$ cat config.mk
export PLATFORM = sky130hd
export DESIGN_NAME = pbe_queue
export DESIGN_NICKNAME = d
export VERILOG_FILES = /design/src/rtl/core/pbe_pkg.sv /design/src/rtl/core/pbe_queue.sv
export VERILOG_INCLUDE_DIRS = /design/src /design/src/rtl/core
export SDC_FILE = /design/constraint.sdc
export NUM_CORES = 1
export LEC_CHECK = 0
export ABC_CLOCK_PERIOD_IN_PS = 5600
export BUFFER_PORTS_ARGS = -buffer_cell sky130_fd_sc_hd__buf_2
export CORE_ASPECT_RATIO = 0.9
export CORE_MARGIN = 5
export CORE_UTILIZATION = 60
export CTS_CLUSTER_SIZE = 10
export DETAILED_ROUTE_END_ITERATION = 16
export PLACE_DENSITY = 0.8
export REMOVE_ABC_BUFFERS = 1
export SETUP_SLACK_MARGIN = 0.02
export SYNTH_ARGS = -nofsm -noshare
export SYNTH_HDL_FRONTEND = slang
export SYNTH_SLANG_ARGS = --single-unit
$ cat constraint.sdc
create_clock -name aclk -period 5.6 [get_ports aclk]
set_input_delay 0.84 -clock aclk [delete_from_list [all_inputs] [get_ports aclk]]
set_output_delay 0.84 -clock aclk [all_outputs]
set_load 0.01 [all_outputs]
$ cat src/rtl/core/phong_brdf_evaluation_assert.svh
// Assertion macros for the Phong shading core.
// Users must have aclk and aresetn (active-low synchronous reset) in scope.
`ifndef PHONG_BRDF_EVALUATION_ASSERT_SVH
`define PHONG_BRDF_EVALUATION_ASSERT_SVH

// Same-cycle implication, checked outside reset.
`define PBE_ASSERT_SAME(lbl, ante, cons) \
    lbl: assert property (@(posedge aclk) disable iff (!aresetn) (ante) |-> (cons)) \
        else $error("assertion failed");

// Next-cycle implication, checked outside reset.
`define PBE_ASSERT_NEXT(lbl, ante, cons) \
    lbl: assert property (@(posedge aclk) disable iff (!aresetn) (ante) |=> (cons)) \
        else $error("assertion failed");

`endif

$ cat src/rtl/core/pbe_pkg.sv
// Shared types, constants and table generators for the Phong shading core.
// No dependencies.
package pbe_pkg;

    localparam int unsigned LOG_TABLE_BITS_DEF = 10;
    localparam int unsigned QUEUE_DEPTH_DEF    = 4;
    localparam int unsigned NUM_CH             = 3;
    localparam int unsigned CFG_IDX_W          = 3;
    localparam longint unsigned LN2_Q30        = 64'd744261118;
    localparam logic [16:0] ONE_Q16            = 17'd65536;
    localparam logic [15:0] COLOR_RESET        = 16'd4096;
    localparam logic [15:0] SHINE_RESET        = 16'd256;
    localparam logic signed [24:0] SAT_MAX     = 25'sd524287;
    localparam logic signed [24:0] SAT_MIN     = -25'sd524288;

    typedef enum logic [CFG_IDX_W-1:0] {
        CFG_DIFFUSE_RED    = 3'd0,
        CFG_DIFFUSE_GREEN  = 3'd1,
        CFG_DIFFUSE_BLUE   = 3'd2,
        CFG_SPECULAR_RED   = 3'd3,
        CFG_SPECULAR_GREEN = 3'd4,
        CFG_SPECULAR_BLUE  = 3'd5,
        CFG_SHININESS      = 3'd6
    } cfg_idx_t;

    typedef struct packed {
        logic [NUM_CH-1:0][15:0] diffuse;   // Q4.12
        logic [NUM_CH-1:0][15:0] specular;  // Q4.12
        logic [15:0]             shininess; // Q8.8
    } cfg_t;

    // Work handed from geometry front to shading back.
    typedef struct packed {
        logic signed [33:0] dot;   // dot(outgoing, normal), Q.28
        logic [16:0]        base;  // |dot(incoming, reflected)|, Q1.16, clipped
    } work_t;

    // log2(1 + k/2^tb) in Q0.16, by repeated squaring.
    function automatic logic [15:0] log_entry(input int unsigned k, input int unsigned tb);
        logic [63:0] x;
        logic [31:0] bits;
        logic [31:0] r;
        x    = (64'd1 << 30) + (64'(k) << (30 - tb));
        bits = '0;
        for (int i = 0; i < 20; i++) begin
            x    = (x * x) >> 30;
            bits = bits << 1;
            if (x >= (64'd1 << 31)) begin
                bits = bits | 32'd1;
                x    = x >> 1;
            end
        end
        r = (bits + 32'd8) >> 4;
        return r[15:0];
    endfunction

    // 2^(-k/2^tb) in Q1.16, by series for e^-y.
    function automatic logic [16:0] exp_entry(input int unsigned k, input int unsigned tb);
        logic [63:0]        y;
        logic [63:0]        term;
        logic signed [63:0] sum;
        logic [63:0]        r;
        y    = ((64'(k) << (30 - tb)) * LN2_Q30) >> 30;
        term = 64'd1 << 32;
        sum  = $signed(term);
        for (int n = 1; n <= 20; n++) begin
            term = ((term * y) >> 30) / 64'(n);
            if (n % 2 == 1) begin
                sum = sum - $signed(term);
            end else begin
                sum = sum + $signed(term);
            end
        end
        r = ($unsigned(sum) + 64'd32768) >> 16;
        return r[16:0];
    endfunction

endpackage

$ cat src/rtl/core/pbe_queue.sv
// Short FIFO between the geometry front and the shading back.
// Depends on pbe_pkg and the assertion macro header.
module pbe_queue #(
    parameter int unsigned DEPTH = pbe_pkg::QUEUE_DEPTH_DEF
) (
    input  logic           aclk,
    input  logic           aresetn,
    input  logic           push_valid,
    output logic           push_ready,
    input  pbe_pkg::work_t push_item,
    output logic           pop_valid,
    input  logic           pop_ready,
    output pbe_pkg::work_t pop_item
);
    import pbe_pkg::*;
    `include "phong_brdf_evaluation_assert.svh"

    localparam int unsigned PW = (DEPTH > 1) ? $clog2(DEPTH) : 1;
    localparam int unsigned CW = $clog2(DEPTH + 1);

    work_t          entry_reg [DEPTH];
    logic [PW-1:0]  wr_ptr_reg, wr_ptr_next;
    logic [PW-1:0]  rd_ptr_reg, rd_ptr_next;
    logic [CW-1:0]  count_reg, count_next;
    logic           push_fire, pop_fire;

    assign push_ready = (count_reg != CW'(DEPTH));
    assign pop_valid  = (count_reg != '0);
    assign push_fire  = push_valid && push_ready;
    assign pop_fire   = pop_valid && pop_ready;
    assign pop_item   = entry_reg[rd_ptr_reg];

    assign wr_ptr_next = (wr_ptr_reg == PW'(DEPTH - 1)) ? '0 : wr_ptr_reg + 1'b1;
    assign rd_ptr_next = (rd_ptr_reg == PW'(DEPTH - 1)) ? '0 : rd_ptr_reg + 1'b1;
    assign count_next  = count_reg + CW'(push_fire) - CW'(pop_fire);

    always_ff @(posedge aclk) begin
        if (!aresetn) begin
            wr_ptr_reg <= '0;
            rd_ptr_reg <= '0;
            count_reg  <= '0;
        end else begin
            if (push_fire) begin
                wr_ptr_reg <= wr_ptr_next;
            end
            if (pop_fire) begin
                rd_ptr_reg <= rd_ptr_next;
            end
            count_reg <= count_next;
        end
    end

    always_ff @(posedge aclk) begin
        if (push_fire) begin
            entry_reg[wr_ptr_reg] <= push_item;
        end
    end

    `PBE_ASSERT_NEXT(a_count_tracks, 1'b1, count_reg == $past(count_reg) + CW'($past(push_fire)) - CW'($past(pop_fire)))
    `PBE_ASSERT_SAME(a_count_bound, 1'b1, count_reg <= CW'(DEPTH))
    `PBE_ASSERT_NEXT(a_head_holds, pop_valid && !pop_ready, pop_item == $past(pop_item))

endmodule

# Word level (Yosys, flattened, before mapping)
# Memory sizes are Yosys's and may differ from the RTL's. A register that Yosys moved wholly into a read port is not among the register bits.
# Index checks and enable logic that the tools add are counted.
# W data, S select, Z words.
dict set report word_totals {
  reg_bits 7
  ram_bits 204
  inputBits 55
  output_inout_bits 53
  wordCells 20
  memories 1
}
dict set report classes {
  n_addsub 4
  eq_ne 3
  muxes 6
  reduce_logical 3
}
# memory words width read_ports rd_clocked_by_memory_dff write_ports line_no
set memory_table {}
lappend memory_table {entry_reg 4 51 1 1 1 pbe_queue.sv:21} ;# work_t entry_reg [DEPTH];
# cell count
set op_table {}
lappend op_table {{$mux W2} 4}
lappend op_table {{$add A2 B1 Y2 const B} 2}
lappend op_table {{$eq A2 B2 Y1 const B} 2}
lappend op_table {{$add A3 B1 Y3} 1}
lappend op_table {{$ne A3 B3 Y1 const B} 1}
lappend op_table {{$reduce_bool A3 Y1} 1}
lappend op_table {{$sub A3 B1 Y3} 1}
lappend op_table {{$logic_and A1 B1 Y1} 2}
lappend op_table {{$mux W1} 2}

# Longest topological paths before layout
# Gate-level depths: netlist (run 1).
dict set report logic_depth {
  ltp_word 4
  depth_mapped 12
  mapped_depth_nobuf 11
}

# Least setup slack after synthesis (run 1)
# OpenSTA, ideal clock, no wires.
dict set report synth_timing {
  path_kind {input-to-reg}
  start {input push_valid}
  end {memory entry_reg[0][0] (netlist bit) (enable)}
  setup_time_ps 414
  arrival_ps 2093
  required_ps 5186
  setup_slack_ps 3093
  path_stages 1
  path_buffers 0
  cell_sequence {and3_1}
}
dict set report synth_between {
  elab_chain_cells 3
}
# element line_no
set synth_lines {}
lappend synth_lines {{start: declaration} pbe_queue.sv:8} ;# input logic push_valid,
lappend synth_lines {{$logic_and A1 B1 Y1} pbe_queue.sv:29} ;# assign push_fire = push_valid && push_ready;
lappend synth_lines {{$mux W1} pbe_queue.sv:54} ;# if (push_fire) begin
lappend synth_lines {{$mux W1 (implied by the code)} pbe_queue.sv:55} ;# entry_reg[wr_ptr_reg] <= push_item;
lappend synth_lines {{end: declaration} pbe_queue.sv:21}
# No other way between the ends.

==> impl_results.md, run 1 <==
- First-pass GRT wire length: approximately 21 mm
- DRT iter0 DRCs: about 240
- Final non-filler cell area: between 0.009 and 0.01 mm²
- Dpl cells: just under 600
- Final setup margin: between 2 and 2.5 ns
- Max FFs per register: 204
- CTS root buf: clkbuf_16
- Slew @ Worst Pin: between 1 and 1.5 ns
- RSZ-0062 raised after global routing: false
- # DRC: 0
- Max cap viols: 0
- Post-synthesis sequential area ratio: between 80% and 90%
- Element type at the critical path start: flop
- Syn avg cell area: roughly 25 µm²
- Clock Skew: between 0.01 and 0.015 ns
- Clock-pin slew on the worst setup and hold paths: 0.06 ns
- Total power: 0.00419 W
- # setup viols final: 0
- Largest net degree at the start of global routing: 52
- Final min period: roughly 3.2 ns
- Die Wd: between 100 and 150 µm
- Power per cell area: approximately 450 mW/mm²
- Placed Area: approximately 0.0085 mm²
- CP Max Fanout: 51
- Layout Cells excl Fill: 618
- Synth top area cells: edfxtp_1 (78%), mux4_2 (15%), dfxtp_1 (2.3%), ha_1 (1.1%), buf_4 (0.48%)
- Netlist Area Pre-Place: roughly 0.0078 mm²
- Row cnt: 39
- Filler Cell Count: ~760
- Share of the synthesized area in the top cell type: ~80%
- Required @ worst endpoint: approximately 4.8 ns
- Boundary pin count: ~110
- Area leader, netlist: edfxtp_1
- Critical path class: flop to output port
- P_int: about 0.0032 W
- Crit end category: output port
- Total CTS buffers: 25
- DR WL/cell: 21.9 µm
- Synth Warn #: 0
- Via density: approximately 6
- Die area: roughly 0.015 mm²
- Post-CTS sizing: 0
- Die Y-Extent: roughly 120 µm
- Area grow syn2layout: 17.7%
- Fmax: around 320 MHz
- Share of cells above drive strength 1: between 40% and 50%
- Cells after synthesis: 319
- Max clock buf depth: 3
- Peak supply drop: about 300 µV
- Initial antenna violation count: 0
- Fin nets: just over 500
- GRT Resource Usage Total: 17.5%
- Final Hold Viols: 0
- CTS tree: done
- Post-CTS setup buffer count: 0
- Flops & latches, synth: 213
- Leak: roughly 3.1 nW
- Worst Path Arrival: 2.33 ns
- Final ANT Viol Nets: 0
- Max-slew headroom: between 30 and 40%
- Period utilisation layout: a little under three fifths
- PortBufs: around 110
- Status: completed
- H-Tree Depth: 1
- Clock sink count: between 200 and 250
- GPL Wtd Cong: slightly above 0.7
- CTS Hold Bufs: 0
- Remaining global-route overflow: 0
- Sw power: 0.00104 W
- Pre-CTS WS: approximately 2.8 ns
- Combinational Power Share: between 10% and 20%
- Initial Utilization: just over 60%
- Sequential Power Share: between 40% and 50%
- Wirelength, routed: 13.5 mm
- Vias in the first global route: ~3.8k
- Max-slew violations: 0
- Drt first pass iters: 4
- Post-synthesis cell type count: 25
- Hold WC Path Type: flop to flop
- Worst-skew pair later-pin latency: ~0.5 ns
- Core Area: 0.0127 mm²
- Clock power frac: 32.2%
- Switch share: about 25%
- Via count: approximately 3.6k
- TNS Setup: 0 ns
cell type report:
| cell class | count | area [µm²] | area share [%] |
|---|---|---|---|
| Antenna cell | 1 | 2.50 | 0.0272 |
| Timing Repair Buffer | 112 | 573 | 6.22 |
| Tap cell | 164 | 205 | 2.23 |
| Inverter | 6 | 22.5 | 0.244 |
| Sequential cell | 213 | 6310 | 68.5 |
| Clock inverter | 2 | 17.5 | 0.190 |
| Multi-Input combinational cell | 86 | 1420 | 15.4 |
| Clock buffer | 34 | 659 | 7.16 |
stage by stage:
stage	hold WS, ns	util, %
2_1_floorplan	0.468	-
3_3_place_gp	0.486	67.0
3_5_place_dp	0.502	67.0
4_1_cts	0.511	72.3
5_1_grt	0.542	72.3
6_report	0.509	72.3
layout by cell type (no fill, tap or decap):
master,count
mux4_2,51
diode_2,1
dfxtp_4,1
and3_2,4
dfxtp_2,1
or3b_1,1
or3_2,1
inv_1,6
and2_1,2
nor2b_1,1
o31ai_1,1
xnor2_1,2
buf_2,107
o21ai_0,2
clkbuf_16,25
and2_4,1
ha_1,7
mux2i_1,1
fa_1,1
edfxtp_1,204
nand2_1,5
dfxtp_1,7
nand4_1,1
nand3_1,2
clkbuf_1,9
clkinv_4,1
o21ai_1,1
inv_6,1
buf_4,5
nor2_1,2
cells in the mapped netlist:
cell	n
ha_1	7
fa_1	1
dfxtp_1	9
and2_4	1
nand4_1	1
mux2i_1	1
and2_1	2
nor2_1	2
buf_4	5
or3_2	1
mux4_2	51
nand2_1	5
nand3_1	2
o21ai_1	1
inv_1	6
clkbuf_1	8
and3_2	3
nor2b_1	1
or3b_1	1
and3_1	1
buf_6	1
edfxtp_1	204
o31ai_1	1
o21ai_0	2
xnor2_1	2
power by group through the flow:
stage | Combinational [W] | Sequential (W) | Clock, W
floorplan | 0.000498 | 0.00207 | 0
global placement | 0.000767 | 0.00210 | 0
detailed placement | 0.000784 | 0.00211 | 0
CTS | 0.000788 | 0.00208 | 0.00138
global route | 0.000832 | 0.00210 | 0.00145
finish | 0.000773 | 0.00207 | 0.00135
critical path, stage by stage (launching register included):
cell     delay [ns]
dfxtp_4        1.02
mux4_2         0.63
buf_2          0.16
cell families (layout without fill, tap and decap cells):
logic type / Yosys count / count (layout) / synth area share (%)
DFF: 213 / 213 / 80.5
adders and majority gates: 8 / 8 / 1.37
and+or+nand+nor: 20 / 20 / 1.47
buffers and inverters: 20 / 154 / 1.29
other: 0 / 1 / 0
muxes: 52 / 52 / 14.8
xor gates and xnor gates: 2 / 2 / 0.224
AOI/OAI and AO/OA: 4 / 4 / 0.288
final timing paths:
path,slack (ns),endpoint,start,cells past startpoint
setup / recovery,2.43,pop_item[36],flop,2
hold reg to reg,0.51,wr_ptr_reg[0],wr_ptr_reg[0],2
hold / removal,0.51,wr_ptr_reg[0],wr_ptr_reg[0],2
setup reg to reg,3.10,count_reg[2],count_reg[1],11
layer usage:
layer  routed length (µm)  global-route usage [%]
met1                 5570                    24.8
met2                 6740                    28.1
met3                  934                    3.74
met4                  296                    4.56
met5                    0                       0
Power figures use the tool's default switching activity.
==> run 2: changes to the inputs <==
--- a/config.mk
+++ b/config.mk
@@ -6,14 +6,14 @@
 export SDC_FILE = /design/constraint.sdc
 export NUM_CORES = 1
 export LEC_CHECK = 0
-export ABC_CLOCK_PERIOD_IN_PS = 5600
+export ABC_CLOCK_PERIOD_IN_PS = 2900
 export BUFFER_PORTS_ARGS = -buffer_cell sky130_fd_sc_hd__buf_2
 export CORE_ASPECT_RATIO = 0.9
 export CORE_MARGIN = 5
-export CORE_UTILIZATION = 60
+export CORE_UTILIZATION = 51
 export CTS_CLUSTER_SIZE = 10
 export DETAILED_ROUTE_END_ITERATION = 16
-export PLACE_DENSITY = 0.8
+export PLACE_DENSITY = 0.72
 export REMOVE_ABC_BUFFERS = 1
 export SETUP_SLACK_MARGIN = 0.02
 export SYNTH_ARGS = -nofsm -noshare
==> constraint.sdc (replaced) <==
create_clock -name aclk -period 2.9 [get_ports aclk]
set_input_delay 0.435 -clock aclk [delete_from_list [all_inputs] [get_ports aclk]]
set_output_delay 0.435 -clock aclk [all_outputs]
set_load 0.01 [all_outputs]
==> impl_results.md, run 2 (synthesized netlist as in run 1, its figures left out) <==
- Status: completed
- Period utilisation layout: approximately nine tenths
- CTS tree: done
- Worst Path Arrival: 2.16 ns (-0.17 ns)
- Final Core Density: 61.5% (-11 points)
- Hold path start: push_item[18]
- # DRC: 0 (unchanged)
- Post-DP HPWL: ~8.3 mm
- Max FFs per register: 204 (unchanged)
- Largest net degree at the start of global routing: 47 (-9.6%)
- Die Y-Extent: 128 µm (+7.8%)
- RSZ-0062 raised after global routing: false
- Share of cells above drive strength 1: 43.7% (about the same)
- Crit-path cells: buf_12, mux4_2, buf_2
- Hold Path Sink: entry_reg[2][18]
- Power per cell area: 871 mW/mm² (+92%)
- Hold WC Path Type: input pin to flop
- Drt first pass iters: 4 (unchanged)
- GRT Resource Usage Total: 15.5% (-2.0 points)
- Reg2reg path depth: 11 (unchanged)
- Reg2reg setup slack: 0.40 ns (-2.70 ns)
- Die area: 0.0179 mm² (+16%)
- Row cnt: 43 (+10%)
- Clock sink count: 213 (unchanged)
- Fmax: between 300 and 400 MHz
- Via density: 5.38 (-7.9%)
- Worst-skew pair later-pin latency: 0.49 ns (about the same)
- Final min period: 2.60 ns
- Leak: 3.17 nW (+0.92%)
- Remaining global-route overflow: 0 (unchanged)
- Most frequent cells in the layout: edfxtp_1 (204), buf_2 (107), mux4_2 (51), clkbuf_16 (25), clkbuf_1 (10)
- Final non-filler cell area: 0.00936 mm² (+1.6%)
- Crit-path slowest cell: dfxtp_4
- Slowest stage delay, CP: 0.70 ns (-0.32 ns)
- Initial antenna violation count: 1 (+1)
- Fin Hold WS: 0.157 ns (-0.352 ns)
- Placed Area: 0.00868 mm² (+1.8%)
- First-pass GRT wire length: 21.2 mm (+1.8%)
- Final Hold Viols: 0 (unchanged)
- Critical path class: flop to output port
- Worst R2R End: count_reg[2]
- Initial Utilization: 51.4% (-10 points)
- PortBufs: 107 (unchanged)
- Crit end category: output port
- CTS Hold Bufs: 0 (unchanged)
- CTS root buf: clkbuf_16
- H-Tree Depth: 1 (unchanged)
- Max-slew headroom: 51.6% (+19 points)
- Worst r2r src: count_reg[1]
- Final ANT Viol Nets: 0 (unchanged)
- Max clock buf depth: 3 (unchanged)
- Vias in the first global route: 3882 (+1.8%)
- Clock Skew: 0.00907 ns (-0.00572 ns)
- Peak supply drop: 441 µV (+44%)
- Wirelength, routed: 13.4 mm (-0.95%)
- Boundary pin count: 108 (unchanged)
- DR WL/cell: 20.4 µm (-7.0%)
- Die Wd: 141 µm (+7.8%)
- Via count: 3539 (-1.9%)
- Post-CTS sizing: 0 (unchanged)
- Hold depth: 1 (-1)
- # setup viols final: 0 (unchanged)
- DRT iter0 DRCs: 212 (-11%)
- Most common cell after layout, fill and taps aside: edfxtp_1
- Max-slew violations: 0 (unchanged)
- Core Area: 0.0152 mm² (+20%)
- Required @ worst endpoint: 2.47 ns (-2.29 ns)
- Area grow syn2layout: 19.5%
- Slew @ Worst Pin: 0.727 ns (-0.280 ns)
- CP Max Fanout: 24 (-53%)
- Element type at the critical path start: flop
- Fin nets: 509 (+0.39%)
- Clock-pin slew on the worst setup and hold paths: 0.06 ns (about the same)
- Post-CTS setup buffer count: 0 (unchanged)
- GPL Wtd Cong: 0.780 (+7.6%)
- Max cap viols: 0 (unchanged)
- Total CTS buffers: 25 (unchanged)
==> run 2: final cells by class <==
cell class	instances	area, µm²
inverter	6	22.5
clock buffer	35	663
tap	202	253
antenna	1	2.50
fill	1061	5870
clock inverter	1	8.76
timing repair buffer	114	676
sequential	213	6310
multi-input combinational	86	1420
==> run 2: critical path: cells and delay by family, from the launching register on <==
kind     cells  cell delay, ns
mux          1            0.54
buf+inv      2            0.41
flops        1            0.70
==> run 2: worst max-delay path by stage <==
stage	startpoint	to	cells after the start
2_1_floorplan	flop	pop_item[0]	1
3_3_place_gp	count_reg[1]	count_reg[2]	11
3_5_place_dp	count_reg[1]	count_reg[2]	11
4_1_cts	flop	pop_item[19]	3
5_1_grt	flop	pop_item[19]	3
6_report	flop	pop_item[19]	3
==> run 2: per-stage QoR <==
| stage | total power, W | worst slack, ns | TNS [ns] | cells |
|---|---|---|---|---|
| after floorplan | 0.00496 | -0.429 | -21.86 | 305 |
| after global placement | 0.00563 | 0.523 | 0 | 621 |
| after detailed placement | 0.00568 | 0.394 | 0 | 621 |
| after CTS | 0.00828 | 0.219 | 0 | 657 |
| after global routing | 0.00856 | 0.133 | 0 | 657 |
| final | 0.00815 | 0.304 | 0 | 658 |
==> run 2: layer usage <==
metal	global-route usage (%)	part of all wire [%]	up-vias
li1	-	-	1598
met1	20.8	42	1810
met2	25.1	49	107
met3	4.42	7.2	22
met4	4.50	1.5	2
met5	0	0.097	-
==> run 2: power breakdown <==
part / internal (W) / switching (W) / total, W
combinational: 0.000845 / 0.000813 / 0.00166
sequential: 0.00374 / 0.000166 / 0.00390
clock: 0.00156 / 0.00103 / 0.00259
